## src/rtl/calendar_date_offset_and_difference_defines.svh

```systemverilog
// assertion macros for the calendar date offset and difference block
// expects signals named clk and rst in the scope where a macro is used
`ifndef CALENDAR_DATE_OFFSET_AND_DIFFERENCE_DEFINES_SVH
`define CALENDAR_DATE_OFFSET_AND_DIFFERENCE_DEFINES_SVH

// condition holds in the same cycle as the trigger
`define CDOD_ASSERT_IMPL(lbl, ante, cons, msg) \
  lbl: assert property (@(posedge clk) disable iff (rst) (ante) |-> (cons)) \
    else $error(msg);

// condition holds in the cycle after the trigger
`define CDOD_ASSERT_NEXT(lbl, ante, cons, msg) \
  lbl: assert property (@(posedge clk) disable iff (rst) (ante) |=> (cons)) \
    else $error(msg);

`endif

```

## src/rtl/cdod_pkg.sv

```systemverilog
// shared constants, codes, month table and controller/datapath interface structs
// for the calendar date offset and difference block; no dependencies
package cdod_pkg;

  // default upper year limit
  localparam int unsigned MAX_YEAR_DEF = 9999;

  // field widths
  localparam int YEAR_W  = 14;
  localparam int MONTH_W = 4;
  localparam int DAY_W   = 5;
  localparam int OFF_W   = 23;
  localparam int STAT_W  = 2;

  // gregorian cycle lengths
  localparam int CYCLE_YEARS   = 400;
  localparam int CENTURY_YEARS = 100;
  localparam int LEAP_YEARS    = 4;
  localparam int MONTHS        = 12;
  localparam int DAYS_400      = 146097;
  localparam int DAYS_100      = 36524;
  localparam int DAYS_4        = 1461;
  localparam int DAYS_1        = 365;

  // year position inside the 400 year cycle, and day chunk widths
  localparam int CYC_W = 9;
  localparam int DL_W  = 18;

  // signed difference limits
  localparam int DIFF_MAX = (2 ** (OFF_W - 1)) - 1;
  localparam int DIFF_MIN = -(2 ** (OFF_W - 1));

  typedef enum logic [STAT_W-1:0] {
    ST_OK       = 2'd0,
    ST_BAD_DATE = 2'd1,
    ST_RANGE    = 2'd2
  } status_t;

  typedef enum logic [1:0] {
    RES_NONE,
    RES_DATE,
    RES_DIFF
  } res_kind_t;

  // commands from controller to datapath
  typedef struct packed {
    logic      load;
    logic      walk_init;
    logic      sel2;
    logic      consume;
    logic      yr_step;
    logic      mo_step;
    logic      add_day;
    logic      add_off;
    logic      save_n1;
    logic      out_load;
    res_kind_t kind;
    status_t   status;
  } dp_cmd_t;

  // status from datapath to controller
  typedef struct packed {
    logic op;
    logic bad_a;
    logic bad_b;
    logic year_done;
    logic month_done;
    logic day_bad;
    logic range_bad;
  } dp_stat_t;

  // month length table
  function automatic logic [DAY_W-1:0] month_days(input logic leap,
                                                 input logic [MONTH_W-1:0] m);
    logic [DAY_W-1:0] len;
    unique case (m)
      4'd1, 4'd3, 4'd5, 4'd7, 4'd8, 4'd10, 4'd12: len = 5'd31;
      4'd4, 4'd6, 4'd9, 4'd11:                   len = 5'd30;
      4'd2:                                      len = leap ? 5'd29 : 5'd28;
      default:                                   len = 5'd0;
    endcase
    return len;
  endfunction

endpackage

```

## src/rtl/calendar_date_offset_and_difference.sv

```systemverilog
// Gregorian date add-days and day-difference unit, one transaction at a time. A request is
// taken only while the block is idle; it turns each date into a day number counted from
// 0000-01-01 by walking years in aligned chunks of 400, 100, 4 or 1 years and then whole
// months, one step per cycle in the shared year/month step unit, and for an add it walks
// back down from the summed day number the same way. A bad month, a day of 0 or a year
// above MAX_YEAR finishes straight from the check state; a day past the end of its month
// is caught after the year walk of that date. The finished result sits in an output
// register, so the next request is taken while it waits; a result still waiting holds the
// next one at its end. Status 1 flags an invalid input date, status 2 an add whose result
// falls outside year 0 to MAX_YEAR; other fields are 0.
// depends on cdod_pkg, cdod_ctrl, cdod_dp and the assertion macro header
`include "calendar_date_offset_and_difference_defines.svh"

module calendar_date_offset_and_difference
  import cdod_pkg::*;
#(
  parameter int unsigned MAX_YEAR = MAX_YEAR_DEF
) (
  input  logic                     clk,
  input  logic                     rst,
  input  logic                     req_valid,
  output logic                     req_ready,
  input  logic                     op,
  input  logic [YEAR_W-1:0]        year,
  input  logic [MONTH_W-1:0]       month,
  input  logic [DAY_W-1:0]         day_of_month,
  input  logic signed [OFF_W-1:0]  offset,
  input  logic [YEAR_W-1:0]        other_year,
  input  logic [MONTH_W-1:0]       other_month,
  input  logic [DAY_W-1:0]         other_day,
  output logic                     rsp_valid,
  input  logic                     rsp_ready,
  output logic [YEAR_W-1:0]        result_year,
  output logic [MONTH_W-1:0]       result_month,
  output logic [DAY_W-1:0]         result_day,
  output logic signed [OFF_W-1:0]  difference,
  output logic [STAT_W-1:0]        status
);

  dp_cmd_t  cmd;
  dp_stat_t stat;

  // sequencer
  cdod_ctrl u_ctrl (
    .clk       (clk),
    .rst       (rst),
    .req_valid (req_valid),
    .req_ready (req_ready),
    .rsp_valid (rsp_valid),
    .rsp_ready (rsp_ready),
    .stat      (stat),
    .cmd       (cmd)
  );

  // date arithmetic
  cdod_dp #(
    .MAX_YEAR (MAX_YEAR)
  ) u_dp (
    .clk          (clk),
    .cmd          (cmd),
    .stat         (stat),
    .op           (op),
    .year         (year),
    .month        (month),
    .day_of_month (day_of_month),
    .offset       (offset),
    .other_year   (other_year),
    .other_month  (other_month),
    .other_day    (other_day),
    .result_year  (result_year),
    .result_month (result_month),
    .result_day   (result_day),
    .difference   (difference),
    .status       (status)
  );

  // checks
  `CDOD_ASSERT_NEXT(a_single_in_flight, req_valid && req_ready, !req_ready, "request taken while busy")
  `CDOD_ASSERT_IMPL(a_no_overwrite, cmd.out_load, !rsp_valid || rsp_ready, "pending result overwritten")
  `CDOD_ASSERT_IMPL(a_error_zero, rsp_valid && (status != ST_OK), (result_year == '0) && (result_month == '0) && (result_day == '0) && (difference == '0), "error result not cleared")
  `CDOD_ASSERT_IMPL(a_date_shape, rsp_valid && (result_month != '0), (result_month <= 4'd12) && (result_day != '0) && (difference == '0), "malformed result date")

endmodule

```

## src/rtl/cdod_dp.sv

```systemverilog
// datapath: input capture, year/month walk unit, day number accumulator and result registers
// depends on cdod_pkg
module cdod_dp
  import cdod_pkg::*;
#(
  parameter int unsigned MAX_YEAR = MAX_YEAR_DEF
) (
  input  logic                     clk,
  input  dp_cmd_t                  cmd,
  output dp_stat_t                 stat,
  input  logic                     op,
  input  logic [YEAR_W-1:0]        year,
  input  logic [MONTH_W-1:0]       month,
  input  logic [DAY_W-1:0]         day_of_month,
  input  logic signed [OFF_W-1:0]  offset,
  input  logic [YEAR_W-1:0]        other_year,
  input  logic [MONTH_W-1:0]       other_month,
  input  logic [DAY_W-1:0]         other_day,
  output logic [YEAR_W-1:0]        result_year,
  output logic [MONTH_W-1:0]       result_month,
  output logic [DAY_W-1:0]         result_day,
  output logic signed [OFF_W-1:0]  difference,
  output logic [STAT_W-1:0]        status
);

  localparam int YW     = $clog2(MAX_YEAR + 1);
  localparam int CW     = ((YW > YEAR_W) ? YW : YEAR_W) + 1;
  localparam int LAST   = (MAX_YEAR + 1) * 365 + MAX_YEAR / 4 - MAX_YEAR / 100
                          + MAX_YEAR / 400;
  localparam int LAST_W = $clog2(LAST + 1);
  localparam int DN_W   = ((LAST_W > OFF_W) ? LAST_W : OFF_W) + 2;

  localparam logic signed [DN_W-1:0] LAST_S = DN_W'(LAST);
  localparam logic signed [DN_W-1:0] DMAX_S = DN_W'(DIFF_MAX);
  localparam logic signed [DN_W-1:0] DMIN_S = DN_W'(DIFF_MIN);
  localparam logic [CW-1:0]          MAXY_X = CW'(MAX_YEAR);

  typedef enum logic [2:0] {
    CH_NONE,
    CH_1,
    CH_4,
    CH_100,
    CH_400
  } chunk_t;

  // captured transaction
  logic                    sel_op;
  logic [YEAR_W-1:0]       yr_a, yr_b;
  logic [MONTH_W-1:0]      mo_a, mo_b;
  logic [DAY_W-1:0]        dy_a, dy_b;
  logic signed [OFF_W-1:0] ofs;

  // walk state
  logic [YW-1:0]           yy;
  logic [CYC_W-1:0]        cyc;
  logic [MONTH_W-1:0]      mm;
  logic signed [DN_W-1:0]  acc;
  logic signed [DN_W-1:0]  n_first;

  logic [YEAR_W-1:0]       ty;
  logic [MONTH_W-1:0]      tm;
  logic [DAY_W-1:0]        td;
  logic [CW-1:0]           yy_x, ty_x;
  logic                    lp400, cent, quad, leap;
  logic [DL_W-1:0]         len100, len4, len1, dlen;
  logic signed [DN_W-1:0]  d400_s, d100_s, d4_s, d1_s, dlen_s, mdays_s, td_s, ofs_s;
  logic                    f400, f100, f4, f1;
  chunk_t                  chunk;
  logic [CYC_W-1:0]        ystep, cyc_next;
  logic [CYC_W:0]          cyc_sum;
  logic [DAY_W-1:0]        mdays, mdays_t;
  logic signed [DN_W-1:0]  dval;
  logic [CW-1:0]           yy_res;

  // walk target selects the first or second date
  assign ty = cmd.sel2 ? yr_b : yr_a;
  assign tm = cmd.sel2 ? mo_b : mo_a;
  assign td = cmd.sel2 ? dy_b : dy_a;

  assign yy_x = CW'(yy);
  assign ty_x = CW'(ty);

  // leap structure of the current year from its place in the 400 year cycle
  assign lp400 = (cyc == '0);
  assign cent  = (cyc == '0) || (cyc == CYC_W'(CENTURY_YEARS))
              || (cyc == CYC_W'(2 * CENTURY_YEARS)) || (cyc == CYC_W'(3 * CENTURY_YEARS));
  assign quad  = (cyc[1:0] == 2'b00);
  assign leap  = lp400 || (quad && !cent);

  assign len100 = lp400 ? DL_W'(DAYS_100 + 1) : DL_W'(DAYS_100);
  assign len4   = (cent && !lp400) ? DL_W'(DAYS_4 - 1) : DL_W'(DAYS_4);
  assign len1   = leap ? DL_W'(DAYS_1 + 1) : DL_W'(DAYS_1);

  assign d400_s = DN_W'(DAYS_400);
  assign d100_s = $signed({{(DN_W-DL_W){1'b0}}, len100});
  assign d4_s   = $signed({{(DN_W-DL_W){1'b0}}, len4});
  assign d1_s   = $signed({{(DN_W-DL_W){1'b0}}, len1});

  // largest aligned chunk of years that still fits
  always_comb begin
    if (cmd.consume) begin
      f400 = lp400 && (acc >= d400_s);
      f100 = cent && (acc >= d100_s);
      f4   = quad && (acc >= d4_s);
      f1   = (acc >= d1_s);
    end else begin
      f400 = lp400 && (yy_x + CW'(CYCLE_YEARS) <= ty_x);
      f100 = cent && (yy_x + CW'(CENTURY_YEARS) <= ty_x);
      f4   = quad && (yy_x + CW'(LEAP_YEARS) <= ty_x);
      f1   = (yy_x < ty_x);
    end
    if (f400)      chunk = CH_400;
    else if (f100) chunk = CH_100;
    else if (f4)   chunk = CH_4;
    else if (f1)   chunk = CH_1;
    else           chunk = CH_NONE;
  end

  always_comb begin
    case (chunk)
      CH_400:  begin ystep = CYC_W'(CYCLE_YEARS);   dlen = DL_W'(DAYS_400); end
      CH_100:  begin ystep = CYC_W'(CENTURY_YEARS); dlen = len100;          end
      CH_4:    begin ystep = CYC_W'(LEAP_YEARS);    dlen = len4;            end
      CH_1:    begin ystep = CYC_W'(1);             dlen = len1;            end
      default: begin ystep = '0;                    dlen = '0;              end
    endcase
  end

  assign dlen_s   = $signed({{(DN_W-DL_W){1'b0}}, dlen});
  assign cyc_sum  = {1'b0, cyc} + {1'b0, ystep};
  assign cyc_next = (cyc_sum >= (CYC_W+1)'(CYCLE_YEARS))
                  ? CYC_W'(cyc_sum - (CYC_W+1)'(CYCLE_YEARS)) : CYC_W'(cyc_sum);

  // month lengths for the walk and for the day check
  assign mdays   = month_days(leap, mm);
  assign mdays_t = month_days(leap, tm);
  assign mdays_s = $signed({{(DN_W-DAY_W){1'b0}}, mdays});
  assign td_s    = $signed({{(DN_W-DAY_W){1'b0}}, td});
  assign ofs_s   = {{(DN_W-OFF_W){ofs[OFF_W-1]}}, ofs};

  // status to the controller
  assign stat.op         = sel_op;
  assign stat.bad_a      = (CW'(yr_a) > MAXY_X) || (mo_a == '0)
                        || (mo_a > MONTH_W'(MONTHS)) || (dy_a == '0);
  assign stat.bad_b      = (CW'(yr_b) > MAXY_X) || (mo_b == '0)
                        || (mo_b > MONTH_W'(MONTHS)) || (dy_b == '0);
  assign stat.year_done  = (chunk == CH_NONE);
  assign stat.month_done = cmd.consume ? ((mm == MONTH_W'(MONTHS)) || (acc < mdays_s))
                                       : (mm == tm);
  assign stat.day_bad    = (td > mdays_t);
  assign stat.range_bad  = (acc < 0) || (acc > LAST_S);

  assign dval   = n_first - acc;
  assign yy_res = CW'(yy);

  // capture transaction
  always_ff @(posedge clk) begin
    if (cmd.load) begin
      sel_op <= op;
      yr_a   <= year;
      mo_a   <= month;
      dy_a   <= day_of_month;
      ofs    <= offset;
      yr_b   <= other_year;
      mo_b   <= other_month;
      dy_b   <= other_day;
    end
  end

  // walk registers and day number accumulator
  always_ff @(posedge clk) begin
    if (cmd.walk_init) begin
      yy  <= '0;
      cyc <= '0;
      mm  <= MONTH_W'(1);
      if (!cmd.consume) begin
        acc <= '0;
      end
    end else if (cmd.yr_step) begin
      yy  <= YW'(yy_x + CW'(ystep));
      cyc <= cyc_next;
      acc <= cmd.consume ? (acc - dlen_s) : (acc + dlen_s);
    end else if (cmd.mo_step) begin
      mm  <= mm + MONTH_W'(1);
      acc <= cmd.consume ? (acc - mdays_s) : (acc + mdays_s);
    end else if (cmd.add_day) begin
      acc <= acc + td_s - DN_W'(1);
    end else if (cmd.add_off) begin
      acc <= acc + ofs_s;
    end
    if (cmd.save_n1) begin
      n_first <= acc;
    end
  end

  // result registers
  always_ff @(posedge clk) begin
    if (cmd.out_load) begin
      status       <= cmd.status;
      result_year  <= '0;
      result_month <= '0;
      result_day   <= '0;
      difference   <= '0;
      case (cmd.kind)
        RES_DATE: begin
          result_year  <= yy_res[YEAR_W-1:0];
          result_month <= mm;
          result_day   <= acc[DAY_W-1:0] + DAY_W'(1);
        end
        RES_DIFF: begin
          if (dval > DMAX_S) begin
            difference <= DMAX_S[OFF_W-1:0];
          end else if (dval < DMIN_S) begin
            difference <= DMIN_S[OFF_W-1:0];
          end else begin
            difference <= dval[OFF_W-1:0];
          end
        end
        default: begin
        end
      endcase
    end
  end

endmodule

```

## src/rtl/cdod_ctrl.sv

```systemverilog
// controller: sequences check, year walk, month walk and result hand-off
// depends on cdod_pkg; drives the datapath through dp_cmd_t
module cdod_ctrl
  import cdod_pkg::*;
(
  input  logic     clk,
  input  logic     rst,
  input  logic     req_valid,
  output logic     req_ready,
  output logic     rsp_valid,
  input  logic     rsp_ready,
  input  dp_stat_t stat,
  output dp_cmd_t  cmd
);

  typedef enum logic [2:0] {
    S_IDLE,
    S_CHECK,
    S_YEARS,
    S_MONTHS,
    S_DAY,
    S_NEXT,
    S_RANGE,
    S_DONE
  } state_t;

  state_t    state;
  logic      sel2;
  logic      consume;
  res_kind_t kind;
  status_t   code;

  assign req_ready = (state == S_IDLE);

  // commands decoded from state and datapath status
  always_comb begin
    cmd          = '0;
    cmd.sel2     = sel2;
    cmd.consume  = consume;
    cmd.kind     = kind;
    cmd.status   = code;
    unique case (state)
      S_IDLE:   cmd.load = req_valid;
      S_CHECK:  cmd.walk_init = !(stat.bad_a || (stat.op && stat.bad_b));
      S_YEARS:  cmd.yr_step = !stat.year_done;
      S_MONTHS: cmd.mo_step = !stat.month_done;
      S_DAY:    cmd.add_day = 1'b1;
      S_NEXT: begin
        if (!stat.op) begin
          cmd.add_off = 1'b1;
        end else if (!sel2) begin
          cmd.save_n1   = 1'b1;
          cmd.walk_init = 1'b1;
        end
      end
      S_RANGE:  cmd.walk_init = !stat.range_bad;
      S_DONE:   cmd.out_load = !rsp_valid || rsp_ready;
      default: begin
      end
    endcase
  end

  // state and registered outputs
  always_ff @(posedge clk) begin
    if (rst) begin
      state     <= S_IDLE;
      rsp_valid <= 1'b0;
      sel2      <= 1'b0;
      consume   <= 1'b0;
      kind      <= RES_NONE;
      code      <= ST_OK;
    end else begin
      // in S_DONE the result hand-off below sets valid again
      if (rsp_valid && rsp_ready && (state != S_DONE)) begin
        rsp_valid <= 1'b0;
      end
      unique case (state)
        S_IDLE: begin
          if (req_valid) begin
            sel2    <= 1'b0;
            consume <= 1'b0;
            state   <= S_CHECK;
          end
        end
        S_CHECK: begin
          if (stat.bad_a || (stat.op && stat.bad_b)) begin
            kind  <= RES_NONE;
            code  <= ST_BAD_DATE;
            state <= S_DONE;
          end else begin
            state <= S_YEARS;
          end
        end
        S_YEARS: begin
          if (stat.year_done) begin
            if (!consume && stat.day_bad) begin
              kind  <= RES_NONE;
              code  <= ST_BAD_DATE;
              state <= S_DONE;
            end else begin
              state <= S_MONTHS;
            end
          end
        end
        S_MONTHS: begin
          if (stat.month_done) begin
            if (consume) begin
              kind  <= RES_DATE;
              code  <= ST_OK;
              state <= S_DONE;
            end else begin
              state <= S_DAY;
            end
          end
        end
        S_DAY: state <= S_NEXT;
        S_NEXT: begin
          if (!stat.op) begin
            consume <= 1'b1;
            state   <= S_RANGE;
          end else if (!sel2) begin
            sel2  <= 1'b1;
            state <= S_YEARS;
          end else begin
            kind  <= RES_DIFF;
            code  <= ST_OK;
            state <= S_DONE;
          end
        end
        S_RANGE: begin
          if (stat.range_bad) begin
            kind  <= RES_NONE;
            code  <= ST_RANGE;
            state <= S_DONE;
          end else begin
            state <= S_YEARS;
          end
        end
        S_DONE: begin
          if (!rsp_valid || rsp_ready) begin
            rsp_valid <= 1'b1;
            state     <= S_IDLE;
          end
        end
        default: state <= S_IDLE;
      endcase
    end
  end

endmodule
```

## config.mk

```make
export PLATFORM = sky130hd
export DESIGN_NAME = calendar_date_offset_and_difference
export DESIGN_NICKNAME = d
export VERILOG_FILES = /design/src/rtl/cdod_pkg.sv /design/src/rtl/calendar_date_offset_and_difference.sv /design/src/rtl/cdod_dp.sv /design/src/rtl/cdod_ctrl.sv
export VERILOG_INCLUDE_DIRS = /design/src /design/src/rtl
export SDC_FILE = /design/constraint.sdc
export NUM_CORES = 1
export LEC_CHECK = 0
export BUFFER_PORTS_ARGS = -buffer_cell sky130_fd_sc_hd__buf_2
export CORE_MARGIN = 8
export CORE_UTILIZATION = 65
export DETAILED_ROUTE_END_ITERATION = 7
export MAX_ROUTING_LAYER = met4
export PLACE_DENSITY = 0.85
export SYNTH_ARGS = -nofsm -noshare
export SYNTH_HDL_FRONTEND = slang
export SYNTH_SLANG_ARGS = --single-unit
```

## constraint.sdc

```tcl
create_clock -name clk -period 13.3 [get_ports clk]
set_input_delay 1.33 -clock clk [delete_from_list [all_inputs] [get_ports clk]]
set_output_delay 1.33 -clock clk [all_outputs]
set_load 0.02 [all_outputs]
```

==> results.json <==
{
  "route.detailed.drc": 1,
  "postCtsSetupRepairBufs": 0,
  "syn_inst": 1920,
  "avgSynthCellArea_um2": 9.306,
  "die_x_um": 181.8,
  "clock-skew-final_ns": 0.02644,
  "grt_pass1_vias": 15410,
  "rr_startpoint": "u_dp.cyc[5]",
  "hold_path_class": "reg -> reg",
  "worstHoldStart": "u_ctrl.code[1]",
  "syn-cell-area_um2": 17870,
  "vias_per_cell": 6.596,
  "ys_warn_count": 0,
  "cts_hold_buffers": 0,
  "fin_crit_sh_pct": 60.51,
  "clk_latency_ns": 0.55,
  "setup_slack_ns": 5.252,
  "crit_type": "reg -> reg",
  "max-cap-violations": 0,
  "dp_hpwl_mm": 40.06,
  "coreArea_um2": 26950,
  "hold_path_depth": 0,
  "worstPathMaxFanout": 11,
  "cellPowerDensity_nw_per_um2": 300.1,
  "synth_compound_area_share_pct": 21.00,
  "dpl.cell_count": 2341,
  "cts_tree": "built",
  "ys.flop_type": "edfxtp_1",
  "synth-simple-area-share_pct": 14.96,
  "p_leak_nw": 8.212,
  "port_buffers": 123,
  "arrival_ns": 8.30,
  "finalSetupTns_ns": 0,
  "drtPass1Iterations": 8,
  "grt_use_total_pct": 32.20,
  "area_growth_pct": 9.755,
  "violations": "DRC",
  "run_status": "finished, violations left",
  "drt_iter0_drc": 1783,
  "relSlewSlack_pct": 22.78,
  "max_stage_delay_ns": 0.69,
  "antenna_found_initial": 1,
  "rows": 60,
  "synth-adder-area-share_pct": 17.69,
  "drive_gt1_share_pct": 11.64,
  "vias": 15740,
  "crit_required_ns": 13.56,
  "holdPathEnd": "u_dp.status[1]",
  "antenna_left": 0,
  "final_cells": 2386,
  "maxSlewViolCount": 0,
  "grt_pass1_wl_mm": 83.40,
  "ys_ff_latch": 205,
  "synthMuxAreaShare_pct": 1.954,
  "reg2reg_slack_ns": 5.25,
  "io_pins": 124,
  "rr_endpoint": "u_dp.acc[21]",
  "post_cts_resized": 0,
  "fmax_mhz": 124.3,
  "synth.distinct_cells": 97,
  "cp-start-kind": "flop",
  "synthArstFlopShare_pct": 0,
  "cts.sinks": 205,
  "avgRoutedWirePerCell_um": 22.34,
  "cp-end-kind": "flop",
  "synth.yosys.seq_area_share_pct": 32.38,
  "period_minus_slack_ns": 8.048,
  "synth_nets": 2243,
  "cts_root_buf": "clkbuf_16",
  "total_power_mw": 5.885,
  "synth_edf_count": 168,
  "rsz0062_at_grt": "no",
  "routed_wl_mm": 53.30,
  "final_util_pct": 72.76,
  "synth_top_family_by_area": "compound AO/OA/AOI/OAI gates",
  "clockBufferDepth": 3,
  "routabilityCongestion": 0.9925,
  "timing_worst_slew_pin_value_ns": 1.156,
  "grt_max_degree": 73,
  "numCtsBuffers": 24,
  "setup_viol": 0,
  "vdd_drop_max_mv": 0.2188,
  "dieArea_um2": 33050,
  "synth_xor_area_share_pct": 7.843,
  "initial_core_util_pct": 66.30,
  "chipHeight_um": 181.8,
  "r2r_cells": 29,
  "post-place-ws_ns": 5.528,
  "num-fill-cells": 2034,
  "clk_pin_slew_worst_paths_ns": 0.06,
  "final_nets": 2349,
  "finalHoldViolCount": 0,
  "slowest_stage": "o41ai_1",
  "htreeDepth": 1,
  "gr-total-overflow": 0
}
[cell type report]
cell class	instances	area (um^2)	share of cell area, %
inverters	122	457.9	2.335
clock buffers	33	695.7	3.547
flip-flops and latches	205	5786	29.50
well taps	341	426.7	2.176
diodes	1	2.502	0.01276
multi-input cells	1531	11360	57.91
repair buffers	142	758.2	3.867
clock inverters	11	127.6	0.6508
[sequential cells by signal (all words and copies together), names as in the netlist, 5 cells and up]
signal / count
u_dp.ofs: 23
u_dp.yr_a: 14
u_dp.n_first: 25
u_dp.result_day: 5
u_dp.acc: 25
u_dp.yy: 14
u_dp.dy_a: 5
u_dp.yr_b: 14
u_dp.cyc: 9
u_dp.difference: 23
u_dp.result_year: 14
u_dp.dy_b: 5
[per-layer routing]
| metal | vias up | share of wire (%) | global-route usage, % | routed length, um |
|---|---|---|---|---|
| met5 | - | 0 | - | 0 |
| met4 | 0 | 3.8 | 11.51 | 2002 |
| met3 | 149 | 8.4 | 5.210 | 4484 |
| met2 | 791 | 44 | 49.83 | 23700 |
| met1 | 7493 | 43 | 42.28 | 23110 |
| li1 | 7306 | - | - | - |
[Yosys cell counts (31+ instances only)]
master | instances | area [um^2]
clkbuf_1 | 31 | 116.4
nand2_1 | 127 | 476.7
ha_1 | 243 | 3040
nand2b_1 | 31 | 193.9
inv_1 | 121 | 454.2
a21oi_1 | 137 | 685.7
nor2_1 | 152 | 570.6
a211oi_1 | 35 | 262.8
a21o_1 | 47 | 352.8
nand3_1 | 42 | 210.2
edfxtp_1 | 168 | 5045
o21ai_0 | 103 | 515.5
xnor2_1 | 104 | 910.9
dfxtp_1 | 37 | 740.7
nor3_1 | 42 | 210.2
xor2_1 | 56 | 490.5
[metrics by stage]
stage	area [um^2]	hold slack, ns
floorplan	17870	0.4019
global placement	18780	0.4263
CTS	19610	0.4397
detailed placement	18780	0.4255
global route	19610	0.4508
finish	19610	0.4476
[cell families (layout without fill, tap and decap cells)]
logic type | Yosys count | after routing
flip-flops | 205 | 205
multiplexers | 34 | 34
buffers and inverters | 184 | 308
other | 0 | 1
AND/OR/NAND/NOR | 537 | 537
adder cells (fa/ha/maj) | 249 | 249
XOR/XNOR | 160 | 160
AO/OA/AOI/OAI | 551 | 551
[power by group]
part / switching [mW] / internal (mW)
Sequential: 0.255 / 0.953
Combinational: 2.40 / 1.60
Clock: 0.279 / 0.406
[critical path: cells and delay by family (launching register included)]
family / cells / cell delay [ns]
adders and majority gates: 3 / 0.89
DFF: 1 / 0.35
muxes: 2 / 0.40
buffers and inverters: 1 / 0.15
AOI/OAI and AO/OA: 14 / 3.50
xor gates and xnor gates: 1 / 0.19
and+or+nand+nor: 8 / 2.29
[cell usage in the layout (no fill, tap or decap), drive strengths merged, types with 18 or more instances in the layout]
master / count
clkbuf: 33
dfxtp: 37
o21a: 30
nor2b: 25
a211oi: 35
xor2: 56
inv: 123
xnor2: 104
a21oi: 140
o211ai: 18
edfxtp: 168
nor2: 153
nand4: 26
ha: 243
a31oi: 21
nand2: 127
mux2i: 27
nand3: 44
o21bai: 18
nand2b: 31
and2: 19
buf: 142
o31ai: 18
a21o: 48
nor3: 43
o21ai: 109
[how the worst max path moves through the flow]
stage	startpoint	to	slack, ns	depth (start not counted)
after detailed placement	u_dp.cyc[2]	u_dp.acc[21]	5.53	29
after CTS	u_dp.cyc[5]	u_dp.acc[21]	5.47	29
final	u_dp.cyc[5]	u_dp.acc[21]	5.25	29
after global routing	u_dp.cyc[2]	u_dp.acc[21]	4.55	29
after global placement	u_dp.cyc[2]	u_dp.acc[21]	5.47	29
after floorplan	u_ctrl.sel2	u_dp.acc[18]	6.52	29
Power figures use the tool's default switching activity.
